[config.mk]
export PLATFORM = sky130hd
export DESIGN_NAME = improv_serial_frame_parser
export DESIGN_NICKNAME = d
export VERILOG_FILES = /design/src/sv/isfp_pkg.sv /design/src/sv/improv_serial_frame_parser.sv
export SDC_FILE = /design/constraint.sdc
export NUM_CORES = 1
export LEC_CHECK = 0
export BUFFER_PORTS_ARGS = -buffer_cell sky130_fd_sc_hd__buf_2
export CAP_MARGIN = 15
export CORE_UTILIZATION = 54
export DETAILED_ROUTE_END_ITERATION = 6
export PLACE_DENSITY = 0.77
export SYNTH_ARGS = -nofsm -noshare
export SYNTH_HDL_FRONTEND = slang
export SYNTH_SLANG_ARGS = --single-unit
[constraint.sdc]
create_clock -name clock -period 5.19 [get_ports clock]
set_clock_uncertainty 0.2 [all_clocks]
set_input_delay 0.7785 -clock clock [delete_from_list [all_inputs] [get_ports clock]]
set_output_delay 0.7785 -clock clock [all_outputs]
set_load 0.1 [all_outputs]
[src/sv/isfp_pkg.sv]
// isfp_pkg: shared constants and helpers for the serial frame parser.
// Holds frame event codes, register indexes, header bytes and widths.
// No dependencies.
`default_nettype none

package isfp_pkg;

   // Frame position counter width and payload field widths
   localparam int POS_W  = 9;
   localparam int BYTE_W = 8;
   localparam int EVT_W  = 3;

   // Configuration port geometry
   localparam int CSR_ADDR_W = 4;
   localparam int CSR_DATA_W = 32;

   // Register indexes (byte address = 4 * index)
   localparam logic [1:0] REG_SERIAL_VERSION = 2'd0;
   localparam logic [1:0] REG_RPC_TYPE_CODE  = 2'd1;
   localparam logic [1:0] REG_WIFI_SETTINGS  = 2'd2;

   // Register reset values
   localparam logic [BYTE_W-1:0] SERIAL_VERSION_RST = 8'd1;
   localparam logic [BYTE_W-1:0] RPC_TYPE_CODE_RST  = 8'd3;
   localparam logic [BYTE_W-1:0] WIFI_SETTINGS_RST  = 8'd1;

   // Frame end events
   localparam logic [EVT_W-1:0] EVT_NONE      = 3'd0;
   localparam logic [EVT_W-1:0] EVT_RPC_OK    = 3'd1;
   localparam logic [EVT_W-1:0] EVT_CSUM_ERR  = 3'd2;
   localparam logic [EVT_W-1:0] EVT_OTHER_OK  = 3'd3;
   localparam logic [EVT_W-1:0] EVT_RPC_BADLEN = 3'd4;
   localparam logic [EVT_W-1:0] EVT_TOO_LONG  = 3'd5;

   // Frame layout positions
   localparam logic [POS_W-1:0] POS_VERSION = 9'd6;
   localparam logic [POS_W-1:0] POS_TYPE    = 9'd7;
   localparam logic [POS_W-1:0] POS_LENGTH  = 9'd8;
   localparam logic [POS_W-1:0] POS_PAYLOAD = 9'd9;

   // Payload offsets with fixed captures
   localparam logic [POS_W-1:0] OFF_COMMAND   = 9'd0;
   localparam logic [POS_W-1:0] OFF_INNER_LEN = 9'd1;
   localparam logic [POS_W-1:0] OFF_SSID_LEN  = 9'd2;
   localparam logic [POS_W-1:0] OFF_PASS_BASE = 9'd3;

   localparam logic [BYTE_W-1:0] BYTE_ZERO = 8'h00;

   // Header sequence "IMPROV"
   function automatic logic [BYTE_W-1:0] header_byte(input logic [2:0] idx);
      logic [BYTE_W-1:0] hb;
      case (idx)
         3'd0:    hb = 8'h49; // I
         3'd1:    hb = 8'h4D; // M
         3'd2:    hb = 8'h50; // P
         3'd3:    hb = 8'h52; // R
         3'd4:    hb = 8'h4F; // O
         3'd5:    hb = 8'h56; // V
         default: hb = BYTE_ZERO;
      endcase
      return hb;
   endfunction

endpackage

`default_nettype wire

[src/sv/improv_serial_frame_parser.sv]
// improv_serial_frame_parser: byte-serial IMPROV frame parser, top level.
// Depends on isfp_pkg for event codes, register indexes and header bytes.
// Input register, one stage of per-byte logic, result register.
//
// Usage
//   req channel: one received serial byte per transfer (req_rx_byte).
//   rsp channel: exactly one result per byte, in order: accept flag, frame
//     event, captured type/command/ssid/password lengths, payload tag.
//   APB port: serial_version (0x0), rpc_type_code (0x4),
//     wifi_settings_code (0x8); write only while no byte is in flight.
// Timing
//   A byte taken is registered in the input stage; the parse step runs
//   between that register and the result register, which latches the
//   result when nothing stalls. Throughput is one byte per cycle while
//   nothing stalls: the frame state (position, running sum, captured
//   bytes) updates in the same cycle the result is latched.
// Reset
//   Synchronous, active high. Both stages empty, position and captures
//   zero, registers back to version 1, RPC type 3, WiFi settings 1.
// Back-pressure
//   rsp_stall holds the result register. The input stage still takes one
//   more byte while a result waits; req_stall rises only when both stages
//   are full and the result is stalled.
`default_nettype none

module improv_serial_frame_parser
   import isfp_pkg::*;
#(
   parameter int MAX_FRAME = 100
) (
   input  wire logic                  clock,
   input  wire logic                  reset,
   // APB configuration port
   input  wire logic                  psel,
   input  wire logic                  penable,
   input  wire logic                  pwrite,
   input  wire logic [CSR_ADDR_W-1:0] paddr,
   input  wire logic [CSR_DATA_W-1:0] pwdata,
   output logic      [CSR_DATA_W-1:0] prdata,
   output logic                       pready,
   // byte input channel
   input  wire logic                  req_valid,
   output logic                       req_stall,
   input  wire logic [BYTE_W-1:0]     req_rx_byte,
   // result channel
   output logic                       rsp_valid,
   input  wire logic                  rsp_stall,
   output logic                       rsp_accepted,
   output logic      [EVT_W-1:0]      rsp_frame_event,
   output logic      [BYTE_W-1:0]     rsp_frame_kind,
   output logic      [BYTE_W-1:0]     rsp_rpc_command,
   output logic                       rsp_payload_valid,
   output logic      [BYTE_W-1:0]     rsp_payload_offset,
   output logic                       rsp_is_wifi_settings,
   output logic      [BYTE_W-1:0]     rsp_ssid_len,
   output logic      [BYTE_W-1:0]     rsp_pass_len
);

   localparam logic [POS_W-1:0] MAX_POS = POS_W'(MAX_FRAME);
   localparam logic [POS_W-1:0] POS_ONE = POS_W'(1);

   // ---------------------------------------------------------------
   // Configuration registers
   // ---------------------------------------------------------------
   logic [BYTE_W-1:0] serial_version_ff;
   logic [BYTE_W-1:0] rpc_type_code_ff;
   logic [BYTE_W-1:0] wifi_settings_ff;
   logic              csr_wr;
   logic [1:0]        csr_idx;

   assign pready  = 1'b1;
   assign csr_wr  = psel && penable && pwrite && pready;
   assign csr_idx = paddr[3:2];

   always_ff @(posedge clock) begin
      if (reset) begin
         serial_version_ff <= SERIAL_VERSION_RST;
         rpc_type_code_ff  <= RPC_TYPE_CODE_RST;
         wifi_settings_ff  <= WIFI_SETTINGS_RST;
      end else if (csr_wr) begin
         case (csr_idx)
            REG_SERIAL_VERSION: serial_version_ff <= pwdata[BYTE_W-1:0];
            REG_RPC_TYPE_CODE:  rpc_type_code_ff  <= pwdata[BYTE_W-1:0];
            REG_WIFI_SETTINGS:  wifi_settings_ff  <= pwdata[BYTE_W-1:0];
            default: ; // unmapped address, write dropped
         endcase
      end
   end

   always_comb begin
      case (csr_idx)
         REG_SERIAL_VERSION: prdata = {{(CSR_DATA_W-BYTE_W){1'b0}}, serial_version_ff};
         REG_RPC_TYPE_CODE:  prdata = {{(CSR_DATA_W-BYTE_W){1'b0}}, rpc_type_code_ff};
         REG_WIFI_SETTINGS:  prdata = {{(CSR_DATA_W-BYTE_W){1'b0}}, wifi_settings_ff};
         default:            prdata = '0;
      endcase
   end

   // ---------------------------------------------------------------
   // Handshake: input stage and result stage
   // ---------------------------------------------------------------
   logic              in_valid_ff;
   logic [BYTE_W-1:0] in_byte_ff;
   logic              rsp_valid_ff;
   logic              req_xfer;
   logic              advance;

   // input stage moves on when the result register is empty or draining
   assign advance   = in_valid_ff && (!rsp_valid_ff || !rsp_stall);
   assign req_stall = in_valid_ff && !advance;
   assign req_xfer  = req_valid && !req_stall;

   always_ff @(posedge clock) begin
      if (reset) begin
         in_valid_ff  <= 1'b0;
         rsp_valid_ff <= 1'b0;
      end else begin
         if (req_xfer)
            in_valid_ff <= 1'b1;
         else if (advance)
            in_valid_ff <= 1'b0;
         if (advance)
            rsp_valid_ff <= 1'b1;
         else if (!rsp_stall)
            rsp_valid_ff <= 1'b0;
      end
   end

   always_ff @(posedge clock) begin
      if (req_xfer)
         in_byte_ff <= req_rx_byte;
   end

   // ---------------------------------------------------------------
   // Frame state
   // ---------------------------------------------------------------
   logic [POS_W-1:0]  pos_ff,      pos_in;
   logic [BYTE_W-1:0] sum_ff,      sum_in;
   logic [BYTE_W-1:0] kind_ff,     kind_in;
   logic [BYTE_W-1:0] length_ff,   length_in;
   logic [BYTE_W-1:0] command_ff,  command_in;
   logic [BYTE_W-1:0] inner_ff,    inner_in;
   logic [BYTE_W-1:0] ssid_ff,     ssid_in;
   logic [BYTE_W-1:0] pass_ff,     pass_in;

   // per-byte result, before the result register
   logic              acc_in;
   logic [EVT_W-1:0]  evt_in;
   logic              pvalid_in;
   logic [BYTE_W-1:0] poff_in;
   logic              wifi_in;

   logic [POS_W-1:0]  off;
   logic [POS_W-1:0]  payload_end;
   logic [POS_W-1:0]  pass_off;
   logic [BYTE_W-1:0] b;
   logic [BYTE_W-1:0] sum_base;
   logic              len_ok;

   assign b           = in_byte_ff;
   assign off         = pos_ff - POS_PAYLOAD;
   assign payload_end = POS_LENGTH + {1'b0, length_ff};
   assign pass_off    = OFF_PASS_BASE + {1'b0, ssid_ff};
   // RPC inner length must equal outer length minus command and length bytes
   assign len_ok      = (length_ff >= 8'd2) && (inner_ff == (length_ff - 8'd2));

   always_comb begin
      pos_in     = pos_ff;
      sum_in     = sum_ff;
      kind_in    = kind_ff;
      length_in  = length_ff;
      command_in = command_ff;
      inner_in   = inner_ff;
      ssid_in    = ssid_ff;
      pass_in    = pass_ff;
      acc_in     = 1'b0;
      evt_in     = EVT_NONE;
      pvalid_in  = 1'b0;
      poff_in    = BYTE_ZERO;
      wifi_in    = 1'b0;
      sum_base   = sum_ff;

      if (pos_ff >= MAX_POS) begin
         // ran past frame capacity: drop and rehunt
         evt_in = EVT_TOO_LONG;
         pos_in = '0;
      end else if (pos_ff < POS_VERSION) begin
         if (b == header_byte(pos_ff[2:0])) begin
            if (pos_ff == '0) begin
               // new frame start clears captures and checksum
               sum_base   = BYTE_ZERO;
               kind_in    = BYTE_ZERO;
               length_in  = BYTE_ZERO;
               command_in = BYTE_ZERO;
               inner_in   = BYTE_ZERO;
               ssid_in    = BYTE_ZERO;
               pass_in    = BYTE_ZERO;
            end
            sum_in = sum_base + b;
            acc_in = 1'b1;
            pos_in = pos_ff + POS_ONE;
         end else begin
            pos_in = '0;
         end
      end else if (pos_ff == POS_VERSION) begin
         if (b == serial_version_ff) begin
            sum_in = sum_ff + b;
            acc_in = 1'b1;
            pos_in = POS_TYPE;
         end else begin
            pos_in = '0;
         end
      end else if (pos_ff <= POS_LENGTH) begin
         if (pos_ff == POS_TYPE)
            kind_in = b;
         else
            length_in = b;
         sum_in = sum_ff + b;
         acc_in = 1'b1;
         pos_in = pos_ff + POS_ONE;
      end else if (pos_ff <= payload_end) begin
         if (off == OFF_COMMAND)
            command_in = b;
         else if (off == OFF_INNER_LEN)
            inner_in = b;
         else if (off == OFF_SSID_LEN)
            ssid_in = b;
         else if (off == pass_off)
            pass_in = b;
         sum_in    = sum_ff + b;
         acc_in    = 1'b1;
         pvalid_in = 1'b1;
         poff_in   = off[BYTE_W-1:0];
         pos_in    = pos_ff + POS_ONE;
      end else begin
         // checksum byte closes the frame either way
         if (sum_ff != b) begin
            evt_in = EVT_CSUM_ERR;
         end else begin
            acc_in = 1'b1;
            if (kind_ff == rpc_type_code_ff) begin
               if (len_ok) begin
                  evt_in  = EVT_RPC_OK;
                  wifi_in = (command_ff == wifi_settings_ff);
               end else begin
                  evt_in = EVT_RPC_BADLEN;
               end
            end else begin
               evt_in = EVT_OTHER_OK;
            end
         end
         pos_in = '0;
      end
   end

   always_ff @(posedge clock) begin
      if (reset) begin
         pos_ff     <= '0;
         sum_ff     <= '0;
         kind_ff    <= '0;
         length_ff  <= '0;
         command_ff <= '0;
         inner_ff   <= '0;
         ssid_ff    <= '0;
         pass_ff    <= '0;
      end else if (advance) begin
         pos_ff     <= pos_in;
         sum_ff     <= sum_in;
         kind_ff    <= kind_in;
         length_ff  <= length_in;
         command_ff <= command_in;
         inner_ff   <= inner_in;
         ssid_ff    <= ssid_in;
         pass_ff    <= pass_in;
      end
   end

   // ---------------------------------------------------------------
   // Result register
   // ---------------------------------------------------------------
   logic              r_acc_ff;
   logic [EVT_W-1:0]  r_evt_ff;
   logic [BYTE_W-1:0] r_kind_ff;
   logic [BYTE_W-1:0] r_cmd_ff;
   logic              r_pvalid_ff;
   logic [BYTE_W-1:0] r_poff_ff;
   logic              r_wifi_ff;
   logic [BYTE_W-1:0] r_ssid_ff;
   logic [BYTE_W-1:0] r_pass_ff;

   always_ff @(posedge clock) begin
      if (advance) begin
         r_acc_ff    <= acc_in;
         r_evt_ff    <= evt_in;
         r_kind_ff   <= kind_in;
         r_cmd_ff    <= command_in;
         r_pvalid_ff <= pvalid_in;
         r_poff_ff   <= poff_in;
         r_wifi_ff   <= wifi_in;
         r_ssid_ff   <= ssid_in;
         r_pass_ff   <= pass_in;
      end
   end

   assign rsp_valid            = rsp_valid_ff;
   assign rsp_accepted         = r_acc_ff;
   assign rsp_frame_event      = r_evt_ff;
   assign rsp_frame_kind       = r_kind_ff;
   assign rsp_rpc_command      = r_cmd_ff;
   assign rsp_payload_valid    = r_pvalid_ff;
   assign rsp_payload_offset   = r_poff_ff;
   assign rsp_is_wifi_settings = r_wifi_ff;
   assign rsp_ssid_len         = r_ssid_ff;
   assign rsp_pass_len         = r_pass_ff;

endmodule

`default_nettype wire

== Word level (Yosys, flattened, before mapping) ==
Index checks and enable logic that the tools add are counted.

* Flip-flop bits (word level): 145
* Output and inout port bits: 81
* Input port bits: 51
* Word-level logic and storage cells: 184

* Eq/ne operators: 26
* Bitwise logic cells: 4
* Reductions and logical operators: 30
* Muxes and demuxes: 88
* Add/subtract/negate cells: 7
* $lt $le $gt $ge: 5

{| class="wikitable"
|+ Operators with widths
! kind !! count
|-
| $mux 8 || 60
|-
| $mux 9 || 6
|-
| $pmux 7 s6 || 1
|-
| $eq 8x8->1 || 5
|-
| $mux 3 || 8
|-
| $pmux 8 s3 || 1
|-
| $eq 9x3->1 const B || 2
|-
| $logic_not 9->1 || 2
|-
| $add 8x8->8 || 2
|-
| $mux 1 || 12
|-
| $reduce_or 5->1 || 2
|-
| $add 2x8->9 const A || 1
|-
| $add 4x8->9 const A || 1
|-
| $add 9x1->9 const B || 1
|-
| $eq 9x1->1 const B || 1
|-
| $eq 9x2->1 const B || 1
|-
| $eq 9x9->1 || 1
|-
| $ge 9x7->1 const B || 1
|-
| $le 9x4->1 const B || 1
|-
| $le 9x9->1 || 1
|-
| $lt 9x3->1 const B || 1
|-
| $reduce_and 9->1 || 1
|-
| $sub 9x4->9 const B || 1
|-
| $ge 8x2->1 const B || 1
|-
| other kinds (23) || 46
|}

== Depth between registers and ports, before layout ==
Gate-level depths: netlist of the first run.

* Word-level depth: 11
* Mapped depth: 15
* Depth with buffers taken out: 13

== Worst setup path before layout of the first run ==
Ideal clock, no wire load.

* Path type: input to output
* From: input port paddr[2]
* To: output port prdata[5]
* Stages on the path: 4
* Slack: 0.496 ns
* Path buffers: 2
* Data required time: 4.212 ns
* Data arrival time: 3.715 ns
* Path through: clkbuf_1 clkbuf_1 mux2i_1 o21ai_0

* Word-level cells in the longest chain between the ends: 2
* Elaborated cells between the ends (all ways): 4
* Those cells by class: 2 x eq/ne; 1 x mux; 1 x reduce/logical

{| class="wikitable"
|+ RTL lines
! item !! line !! source
|-
| start, declared || improv_serial_frame_parser.sv:37 || <nowiki>input wire logic [CSR_ADDR_W-1:0] paddr,</nowiki>
|-
| $eq 2x2->1 (tied with other cells) || improv_serial_frame_parser.sv:91 || <nowiki>case (csr_idx)</nowiki>
|-
| $pmux 8 s3 (*) || improv_serial_frame_parser.sv:91 ||
|-
| end, declared || improv_serial_frame_parser.sv:39 || <nowiki>output logic [CSR_DATA_W-1:0] prdata,</nowiki>
|}

Mark *: on every way between the ends. The rest lies on a longest branch, timed or not.

== Final worst setup path of the first run ==
* From: register pos_ff[0]
* To: register r_cmd_ff[0] (netlist: rsp_rpc_command[0]) (data pin)

* Word-level cells in the longest chain between the ends: 8
* Elaborated cells between the ends (all ways): 26
* Those cells by class: 1 x add/sub; 4 x order compare; 7 x eq/ne; 11 x mux; 3 x reduce/logical

{| class="wikitable"
|+ RTL lines
! item !! line !! source
|-
| start, declared || improv_serial_frame_parser.sv:137 || <nowiki>logic [POS_W-1:0] pos_ff, pos_in;</nowiki>
|-
| start signal, assigned || improv_serial_frame_parser.sv:267 || <nowiki>pos_ff <= pos_in;</nowiki>
|-
| $sub 9x4->9 || improv_serial_frame_parser.sv:161 || <nowiki>assign off = pos_ff - POS_PAYLOAD;</nowiki>
|-
| net off[0] || improv_serial_frame_parser.sv:153 || <nowiki>logic [POS_W-1:0] off;</nowiki>
|-
| $logic_not 9->1 || improv_serial_frame_parser.sv:222 || <nowiki>if (off == OFF_COMMAND)</nowiki>
|-
| $mux 8 || improv_serial_frame_parser.sv:222 ||
|-
| $mux 8 || improv_serial_frame_parser.sv:221 || <nowiki>end else if (pos_ff <= payload_end) begin</nowiki>
|-
| $mux 8 || improv_serial_frame_parser.sv:213 || <nowiki>end else if (pos_ff <= POS_LENGTH) begin</nowiki>
|-
| $mux 8 || improv_serial_frame_parser.sv:205 || <nowiki>end else if (pos_ff == POS_VERSION) begin</nowiki>
|-
| $mux 8 || improv_serial_frame_parser.sv:187 || <nowiki>end else if (pos_ff < POS_VERSION) begin</nowiki>
|-
| $mux 8 || improv_serial_frame_parser.sv:183 || <nowiki>if (pos_ff >= MAX_POS) begin</nowiki>
|-
| net command_in[0] || improv_serial_frame_parser.sv:141 || <nowiki>logic [BYTE_W-1:0] command_ff, command_in;</nowiki>
|-
| end signal, assigned || improv_serial_frame_parser.sv:296 || <nowiki>r_cmd_ff <= command_in;</nowiki>
|-
| end, declared || improv_serial_frame_parser.sv:284 || <nowiki>logic [BYTE_W-1:0] r_cmd_ff;</nowiki>
|}

The timed path passes the listed nets, and every way through them passes these cells. The select of a mux whose other input is x is not followed.
A chain may end at the register's enable or synchronous reset.

==> results of run 1 <==
-- worst max-delay path by stage --
stage	from	end
after CTS	pos_ff[0]	rsp_pass_len[6]
after global placement	pos_ff[0]	rsp_rpc_command[6]
after detailed placement	pos_ff[0]	rsp_pass_len[1]
after floorplan	paddr[2]	prdata[5]
after global routing	pos_ff[0]	sum_ff[7]
final	pos_ff[0]	rsp_rpc_command[0]
-- synthesized netlist by cell type (4+ instances only) --
master,n
buf_4,26
clkbuf_1,33
o211ai_1,10
a31oi_1,11
nor2_1,68
nor2b_1,15
nand3b_1,4
o21ba_2,8
and3_1,6
xnor2_1,34
nand4_1,7
inv_1,24
nor4_1,13
o31ai_1,4
or2_2,5
buf_1,5
dfxtp_1,91
edfxtp_1,54
a211oi_1,5
nand3_1,35
nand2_1,78
mux2i_1,45
buf_2,8
xor2_1,36
a21oi_1,33
nand2b_1,25
ha_1,28
nor3_1,19
o2bb2ai_1,31
or3_1,10
o21ai_0,37
and2_1,18
a22oi_1,4
-- per-stage QoR --
stage / utilization (%) / std cells / area [um2] / setup slack, ps
final: 61.1 / 1145 / 9250 / 970
after global placement: 57.5 / 1113 / 8700 / 1030
after global routing: 61.1 / 1145 / 9250 / 775
after detailed placement: 57.5 / 1113 / 8700 / 1010
after floorplan: - / 915 / 8440 / 496
after CTS: 61.1 / 1145 / 9250 / 1010
-- worst register-to-register path, cell delays in order (launching register included) --
cell       delay [ps]
dfxtp_1           720
inv_1             300
ha_1              360
mux2_4            290
or3_1             300
a2111o_1          460
a2111o_1          690
and2_0            430
o2bb2ai_1         200
-- sequential cells by signal (all words and copies together), names as in the netlist, 3 cells and up --
signal              cells
rsp_ssid_len            8
rsp_frame_event         3
pass_ff                 8
length_ff               8
rpc_type_code_ff        8
command_ff              8
rsp_frame_kind          8
wifi_settings_ff        8
serial_version_ff       8
ssid_ff                 8
rsp_rpc_command         8
rsp_pass_len            8
sum_ff                  8
rsp_payload_offset      8
kind_ff                 8
pos_ff                  9
inner_ff                8
b                       8
-- final cells by class --
type	instances	area share [%]
clock inverters	10	0.811
flip-flops and latches	145	37.2
inverters	25	1.01
clock buffers	22	5.14
multi-input cells	671	48.6
repair buffers	84	4.65
well taps	188	2.54
-- per-layer routing --
| metal | global-route usage [%] | share of wire (%) | vias to the layer above |
|---|---|---|---|
| li1 | - | - | 3244 |
| met1 | 33.6 | 44 | 3229 |
| met2 | 41.4 | 47 | 279 |
| met5 | 0 | 0 | - |
| met3 | 5.44 | 6.2 | 41 |
| met4 | 9.92 | 2.8 | 0 |
-- logic make-up after synthesis --
family | count (synthesis) | synth area share (%)
AO/OA/AOI/OAI | 179 | 15.5
buffers and inverters | 99 | 5.92
other | 2 | 0.0900
adder cells (fa/ha/maj) | 29 | 4.44
flip-flops | 145 | 41.3
XOR/XNOR | 72 | 7.88
AND/OR/NAND/NOR | 319 | 19.3
multiplexers | 46 | 5.58
-- power groups by stage --
stage	clock network [mW]	logic [mW]	registers, mW
2_1_floorplan	0	0.169	1.35
3_3_place_gp	0	0.302	1.24
3_5_place_dp	0	0.304	1.25
4_1_cts	1.15	0.305	1.22
5_1_grt	1.20	0.316	1.22
6_report	1.14	0.305	1.22
==> out/metrics.cfg, run 1 <==
[sta]
setup_violations=0
post-route-period-util_pct=81.3
finalHoldViolCount=0
hold_ws_ps=294
timing.final.crit_period_ps=4220
fmax_mhz=237
finalMaxSlewViolations=0
rsz0062_at_grt=no
tightest_slew_ps=1130
fin_tns_setup_ps=0
max_slew_margin_pct=25.0

[clocking]
cts_tree=yes
hold_buffers=0
htreeDepth=4
clk_latency_ps=420
clk_transition_reported_paths_ps=60
clockBufferDepth=2
cts_buffers=17
root_buffer=clkbuf_16
ctsResizeCount=0
post_cts_buffers=0
clock_sinks=145

[floorplan]
die_w_um=126
io_pins=132
dieArea_um2=16000
core-area_um2=15100
die_y_um=126
placementRows=45
initial_utilization_pct=55.1

[synth]
yosysTopAreaCell=dfxtp_1
synth_cells=891
avgSynthCellArea_um2=9.37
synth_edf_count=54
synth_flop_cell=dfxtp_1
synth_seq_cells=145
netlist-cell-type-count=76
yosys-top-cells-area=dfxtp_1 22%, edfxtp_1 19%, mux2i_1 5.4%
synthArstFlopShare_pct=0
syn_area_um2=8350
ys_warn_count=0
yosysTopAreaCellShare_pct=21.8
ys_seq_area_share_pct=41.3

[critical_path]
crit_chain=inv_1, ha_1, mux2_4, or3_1, a2111o_1, a2111o_1, and2_0, o2bb2ai_1
worst-path-stages=8
slowest_delay_ps=720
worstPathRequired_ps=5140
path_max_fanout=20
reg2reg_to=rsp_rpc_command[0]
cp-end-kind=flop
crit_slowest_cell=dfxtp_1
crit_buf_inv=1
critPathTopFamily=compound AO/OA/AOI/OAI gates
reg2regPathDepth=8
worstSetupPathType=flop to flop
rrSetupSlack_ps=970
crit_top_cell=a2111o_1
r2r-start=pos_ff[0]
arrival_ps=4170
cp-start-kind=flop

[route]
wl_mm=20.0
avgRoutedWirePerCell_um=17.5
vias_per_cell=5.93
drt_iter0_drc=637
drc_errors=0
antenna_left=0
vias=6793
dr.pass1.iters=5

[layout]
final_common_cell=dfxtp_1
mostFrequentLayoutCells=91 x dfxtp_1, 80 x buf_2, 78 x nand2_1
multi_input_area_um2=4500
antennaDiodeCount=0
drive_gt1_share_pct=14.6
fin_nets=1024
num-fill-cells=1266
area_growth_pct=10.9
register_area_um2=3440

[global_route]
grt_pass1_vias=6100
antenna_found_initial=0
grt_usage_pct=25.6
grt_pass1_wl_mm=31.8
grt_max_degree=69
grt_overflow_total=0

[power]
clockPowerShare_pct=42.8
vdd_drop_max_mv=0.238
swShare_pct=28.9
p_sw_mw=0.771
p_total_mw=2.67
seq_power_share_pct=45.7
combPwrFrac_pct=11.4
intPower_mw=1.90
p_leak_nw=3.68
p_per_area_nw_per_um2=289

[outcome]
outcome=complete, no violations

[worst_hold_path]
whs_path_depth=2
hp-start=inner_ff[3]
hold_end=inner_ff[3]
hold_class=flop to flop

[flow_run]
cap_viol_max_count=0

[placement]
io_buffers=80
place_congestion=0.900
dp_hpwl_mm=14.0

(Power assumes the default switching activity.)
==> inputs of run 2 (changes only) <==
Settings changed: ABC_AREA from default to 1, PLACE_DENSITY 0.77 to 0.76.
Clock period 5.19 ns to 4 ns, I/O delays scaled along.
==> run 2 against run 1 <==
Register-to-register slack got worse by 450 ps. Routed wire length increased by 9.0%. Hold slack got worse by 150 ps. First-iteration DRC count increased by 7.8%. Critical path type unchanged. Maximum frequency increased by 21%. Flip-flop and latch count unchanged. Via count increased by 16%. Die area increased by 5.3%. Synthesized cell count increased by 34%. Global-route usage increased by 1.8 points.
==> out/metrics.cfg, run 2 <==
[sta]
post-route-period-util_pct=87.0  ; was 81.3%
rsz0062_at_grt=no  ; unchanged
fin_ws_ps=519  ; was 970 ps
finalHoldViolCount=0  ; unchanged
timing.final.crit_period_ps=3480  ; was 4220 ps
tightest_slew_ps=1060  ; was 1130 ps
fin_tns_setup_ps=0  ; unchanged
hold_ws_ps=140  ; was 294 ps
max_slew_margin_pct=29.3  ; was 25.0%
fmax_mhz=287  ; was 237 MHz
setup_violations=0  ; unchanged
finalMaxSlewViolations=0  ; unchanged

[placement]
place_congestion=0.963  ; was 0.900
placed_cells=1463  ; was 1113
dp_hpwl_mm=15.6  ; was 14.0 mm
post_dp_cell_area_um2=9300  ; was 8700 um2
io_buffers=80  ; unchanged
place_ws_ps=572  ; was 1010 ps

[critical_path]
arrival_ps=3600  ; was 4170 ps
critPathTopFamily=adder cells  ; was compound AO/OA/AOI/OAI gates
slowest_delay_ps=410  ; was 720 ps
cp-start-kind=flop  ; unchanged
worstSetupPathType=flop to flop  ; unchanged
cp-end-kind=flop  ; unchanged
crit_slowest_cell=dfxtp_1  ; unchanged
worstPathRequired_ps=4120  ; was 5140 ps
crit_chain=inv_2, ha_1, inv_1, nor3_2, buf_4, nor2_1, ha_1, fa_1, a31oi_1, nor2_1, o21ai_0, nand2_1, xor2_1, o21ai_0, a21oi_1  ; was inv_1, ha_1, mux2_4, or3_1, a2111o_1, a2111o_1, and2_0, o2bb2ai_1
path_max_fanout=14  ; was 20
crit_buf_inv=3  ; was 1

[floorplan]
die_y_um=130  ; was 126 um
io_pins=132  ; unchanged
dieArea_um2=16800  ; was 16000 um2
die_w_um=130  ; was 126 um
placementRows=46  ; was 45
core-area_um2=15900  ; was 15100 um2
initial_utilization_pct=55.4  ; was 55.1%

[synth]
synthArstFlopShare_pct=0  ; unchanged
avgSynthCellArea_um2=7.38  ; was 9.37 um2
ys_seq_area_share_pct=39.1  ; was 41.3%
synth_edf_count=54  ; unchanged
synth_cells=1193  ; was 891
synth_seq_cells=145  ; unchanged
ys_warn_count=0  ; unchanged
yosysTopAreaCell=dfxtp_1  ; unchanged
synth_most_common_cell=nand2_1  ; was dfxtp_1
netlist-cell-type-count=53  ; was 76
yosys-top-cells-area=dfxtp_1 21%, edfxtp_1 18%, nand2_1 12%  ; was dfxtp_1 22%, edfxtp_1 19%, mux2i_1 5.4%
yosysTopAreaCellShare_pct=20.7  ; was 21.8%
ys_top_cells_by_count=283 x nand2_1, 135 x inv_1, 119 x nor2_1  ; was 91 x dfxtp_1, 78 x nand2_1, 68 x nor2_1
syn_area_um2=8800  ; was 8350 um2
synth_flop_cell=dfxtp_1  ; unchanged

[layout]
largest_reg_flops=9  ; unchanged
register_area_um2=3440  ; unchanged
fin_nets=1346  ; was 1024
final_cell_area_um2=9800  ; was 9250 um2
drive_gt1_share_pct=14.7  ; was 14.6%
layoutNonFillerInstCount=1495  ; was 1145
final_common_cell=nand2_1  ; was dfxtp_1
mostFrequentLayoutCells=283 x nand2_1, 135 x inv_1, 118 x nor2_1  ; was 91 x dfxtp_1, 80 x buf_2, 78 x nand2_1
antennaDiodeCount=0  ; unchanged
final_util_pct=61.7  ; was 61.1%
num-fill-cells=1458  ; was 1266
area_growth_pct=11.4  ; was 10.9%
largest-register=pos_ff  ; unchanged
multi_input_area_um2=4540  ; was 4500 um2

[clocking]
root_buffer=clkbuf_16  ; unchanged
post_cts_buffers=0  ; unchanged
cts_buffers=17  ; unchanged
clk_latency_ps=440  ; was 420 ps
ctsResizeCount=0  ; unchanged
hold_buffers=0  ; unchanged
htreeDepth=4  ; unchanged
clock_sinks=145  ; unchanged
clk_transition_reported_paths_ps=60  ; about the same
cts_tree=yes  ; unchanged
clockBufferDepth=2  ; unchanged

[power]
intPower_mw=2.46  ; was 1.90 mW
p_per_area_nw_per_um2=360  ; was 289 nW/um2
swShare_pct=30.3  ; was 28.9%
p_total_mw=3.53  ; was 2.67 mW
combPwrFrac_pct=14.2  ; was 11.4%
vdd_drop_max_mv=0.350  ; was 0.238 mV
clockPowerShare_pct=39.8  ; was 42.8%
p_sw_mw=1.07  ; was 0.771 mW
seq_power_share_pct=46.1  ; was 45.7%
p_leak_nw=4.91  ; was 3.68 nW

[global_route]
grt_usage_pct=27.4  ; was 25.6%
antenna_found_initial=0  ; unchanged
grt_max_degree=97  ; was 69
grt_pass1_wl_mm=35.1  ; was 31.8 mm
grt_overflow_total=0  ; unchanged
grt_pass1_vias=7076  ; was 6100

[route]
dr.pass1.iters=5  ; unchanged
antenna_left=0  ; unchanged
vias=7867  ; was 6793
drc_errors=0  ; unchanged
vias_per_cell=5.26  ; was 5.93
avgRoutedWirePerCell_um=14.6  ; was 17.5 um
wl_mm=21.8  ; was 20.0 mm
drt_iter0_drc=687  ; was 637

[flow_run]
cap_viol_max_count=0  ; unchanged

[outcome]
outcome=complete, no violations  ; unchanged

[worst_hold_path]
hold_class=input pin to flop  ; was flop to flop

==> run 2: cell count changes after synthesis, moves of 18 or more <==
cell	delta
a21oi_1	+73
inv_1	+111
xnor2_1	-18
o21ai_0	+34
nand2_1	+205
nand2b_1	-25
nor2_1	+51
o2bb2ai_1	-31
mux2i_1	-45
==> run 2: worst reg2reg max path, delay by kind of cell (launching register included) <==
kind	cells	cell delay, ps
compound gates	4	660
xor+xnor	1	140
fa+ha+maj	3	840
buf+inv	3	630
flops	1	410
simple gates	4	510
==> run 2: worst paths after layout <==
path | from | endpoint | slack, ps | cells after the start
worst max-delay path | pos_ff[0] | sum_ff[6] | 520 | 15
worst min-delay path | req_rx_byte[3] | b[3] | 140 | 1
worst max register to register | pos_ff[0] | sum_ff[6] | 520 | 15
worst min register to register | length_ff[2] | length_ff[2] | 280 | 2
==> run 2: cell type report <==
type                            count  share of cell area [%]
Multi-Input combinational cell    863                    46.3
Sequential cell                   145                    35.1
Inverter                          148                    5.73
Timing Repair Buffer               91                    4.93
Clock buffer                       20                    4.45
Tap cell                          216                    2.76
Clock inverter                     12                   0.715
==> run 2: power by group through the flow <==
stage | registers, mW | clock network [mW] | logic [mW]
after floorplan | 1.77 | 0 | 0.314
after global placement | 1.65 | 0 | 0.490
after detailed placement | 1.65 | 0 | 0.496
after CTS | 1.62 | 1.41 | 0.499
after global routing | 1.63 | 1.47 | 0.538
final | 1.62 | 1.40 | 0.500
==> run 2: logic make-up after synthesis <==
group / after synthesis / share of synthesized area (%)
AO/OA/AOI/OAI: 212 / 12.9
XOR/XNOR: 50 / 4.98
adder cells (fa/ha/maj): 29 / 4.21
buffers and inverters: 209 / 10.4
flip-flops: 145 / 39.1
other: 2 / 0.0854
AND/OR/NAND/NOR: 546 / 28.3
==> run 2: layer usage <==
metal / vias up / global-route usage, % / wire length, um
met4: 0 / 11.2 / 571
li1: 3969 / - / -
met1: 3554 / 35.5 / 9510
met5: - / 0 / 0
met2: 287 / 45.1 / 10400
met3: 57 / 4.71 / 1380
==> inputs of run 3 (changes only) <==
Settings changed: CORE_ASPECT_RATIO from default to 1.5, RECOVER_POWER from default to 50, TNS_END_PERCENT from default to 10.
==> run 3 against run 2 <==
The run now ends with max-capacitance violations, max-slew violations left. Non-clock buffer count rose by 3. Final cell count fell by 0.67%. Cell area barely moved. Hold slack improved by 6.9 ps. Critical endpoint is now sum_ff[7].
==> out/metrics.cfg, run 3 (same netlist as run 2, synthesis figures left out) <==
[clocking]
root_buffer=clkbuf_16  ; unchanged
post_cts_buffers=0  ; unchanged
hold_buffers=0  ; unchanged
cts_tree=yes  ; unchanged
clk_transition_reported_paths_ps=60  ; about the same
clock_sinks=145  ; unchanged
clk_latency_ps=430  ; was 440 ps
htreeDepth=4  ; unchanged
cts_buffers=17  ; unchanged
ctsResizeCount=0  ; unchanged
clockBufferDepth=2  ; unchanged

[sta]
setup_violations=0  ; unchanged
finalHoldViolCount=0  ; unchanged
post-route-period-util_pct=85.6  ; was 87.0%
fmax_mhz=292  ; was 287 MHz
timing.final.crit_period_ps=3430  ; was 3480 ps
finalMaxSlewViolations=180  ; was 0
tightest_slew_ps=2080  ; was 1060 ps
rsz0062_at_grt=no  ; unchanged
fin_tns_setup_ps=0  ; unchanged
max_slew_margin_pct=-38.4  ; was 29.3%

[critical_path]
cp-start-kind=flop  ; unchanged
cp-end-kind=flop  ; unchanged
worstPathRequired_ps=4120  ; about the same
reg2regPathDepth=16  ; was 15
path_max_fanout=14  ; unchanged
worstSetupPathType=flop to flop  ; unchanged
r2r-start=pos_ff[0]  ; unchanged
reg2reg_to=sum_ff[7]  ; was sum_ff[6]
arrival_ps=3540  ; was 3600 ps
rrSetupSlack_ps=570  ; was 520 ps

[worst_hold_path]
hold_class=input pin to flop  ; unchanged
whs_path_depth=1  ; unchanged
hold_end=b[7]  ; was b[3]
hp-start=req_rx_byte[7]  ; was req_rx_byte[3]

[layout]
largest_reg_flops=9  ; unchanged
mostFrequentLayoutCells=283 x nand2_1, 135 x inv_1, 118 x nor2_1  ; unchanged
area_growth_pct=11.5  ; was 11.4%
drive_gt1_share_pct=11.5  ; was 14.7%
final_cell_area_um2=9810  ; was 9800 um2
antennaDiodeCount=0  ; unchanged
register_area_um2=3440  ; unchanged
num-fill-cells=1436  ; was 1458
multi_input_area_um2=4540  ; unchanged
final_common_cell=nand2_1  ; unchanged
largest-register=pos_ff  ; unchanged
fin_nets=1349  ; was 1346

[outcome]
outcome=finished, violations left  ; was complete, no violations
violations=max-capacitance violations, max-slew violations

[flow_run]
cap_viol_max_count=3  ; was 0

[global_route]
grt_pass1_vias=7673  ; was 7076
grt_max_degree=97  ; unchanged
top_usage_layer=met2  ; unchanged
use_met3_pct=3.93  ; was 4.71%
grt_overflow_total=0  ; unchanged
grt_pass1_wl_mm=36.6  ; was 35.1 mm
use_met1_pct=29.2  ; was 35.5%
grtUsageMet2_pct=52.3  ; was 45.1%
antenna_found_initial=0  ; unchanged
grt_usage_pct=28.0  ; was 27.4%

[route]
drt_iter0_drc=528  ; was 687
avgRoutedWirePerCell_um=15.5  ; was 14.6 um
drc_errors=0  ; unchanged
vias_per_cell=5.47  ; was 5.26
wl_mm=23.1  ; was 21.8 mm
vias=8130  ; was 7867
antenna_left=0  ; unchanged
dr.pass1.iters=5  ; unchanged

[power]
intPower_mw=2.52  ; was 2.46 mW
clockPowerShare_pct=41.9  ; was 39.8%
swShare_pct=31.1  ; was 30.3%
p_per_area_nw_per_um2=373  ; was 360 nW/um2
vdd_drop_max_mv=0.246  ; was 0.350 mV
seq_power_share_pct=44.4  ; was 46.1%
p_sw_mw=1.14  ; was 1.07 mW
p_total_mw=3.66  ; was 3.53 mW
combPwrFrac_pct=13.7  ; was 14.2%
p_leak_nw=4.80  ; was 4.91 nW

[floorplan]
die_w_um=106  ; was 130 um
initial_utilization_pct=55.8  ; was 55.4%
io_pins=132  ; unchanged
placementRows=56  ; was 46
core-area_um2=15800  ; was 15900 um2
die_y_um=158  ; was 130 um
dieArea_um2=16800  ; about the same

[placement]
io_buffers=80  ; unchanged
post_dp_cell_area_um2=9300  ; about the same
dp_hpwl_mm=16.7  ; was 15.6 mm
place_congestion=0.918  ; was 0.963

[run 3: area by class of cell]
type                    instances  area share [%]
clock buffers                  19            4.62
clock inverters                13            1.22
inverters                     148            5.73
multi-input cells             863            46.3
flip-flops and latches        145            35.1
well taps                     203            2.59
repair buffers                 94            4.44
[run 3: metrics by stage]
step / hold slack (ps) / std cells / worst slack [ps] / util, %
global placement: 270 / 1453 / 700 / 59.0
detailed placement: 280 / 1453 / 631 / 59.0
global route: 140 / 1485 / 294 / 62.2
floorplan: 256 / 1217 / 672 / -
finish: 147 / 1485 / 574 / 62.2
CTS: 145 / 1485 / 616 / 62.7
[run 3: power groups by stage]
stage | clock network (mW) | logic, mW | registers, mW
final | 1.53 | 0.501 | 1.63
after global routing | 1.59 | 0.533 | 1.63
after CTS | 1.54 | 0.503 | 1.62
after detailed placement | 0 | 0.499 | 1.66
after global placement | 0 | 0.493 | 1.65
after floorplan | 0 | 0.314 | 1.77
[run 3: critical path: stages, from the launching register on]
cell and delay [ps]:
dfxtp_1 400, inv_2 270, ha_1 240, inv_1 140, nor3_2 360, buf_4 220
nor2_1 50, ha_1 330, a21oi_1 170, nand2_1 100, a21oi_1 170, o21bai_1 110
nand2_1 80, nand2_1 50, a21oi_1 150, xor2_1 80, o21a_1 170
[run 3: how the worst max path moves through the flow]
stage	from	to	slack, ps
after floorplan	rsp_valid	b[0]	670
after global placement	pos_ff[0]	sum_ff[6]	700
after detailed placement	pos_ff[0]	sum_ff[7]	630
after CTS	pos_ff[0]	sum_ff[7]	620
after global routing	pos_ff[0]	sum_ff[6]	290
final	pos_ff[0]	sum_ff[7]	570
[run 3: metal layers]
metal | vias up | routed length (um)
met5 | - | 0
met4 | 0 | 1330
met3 | 90 | 1160
met2 | 321 | 12100
met1 | 3739 | 8520
li1 | 3980 | -
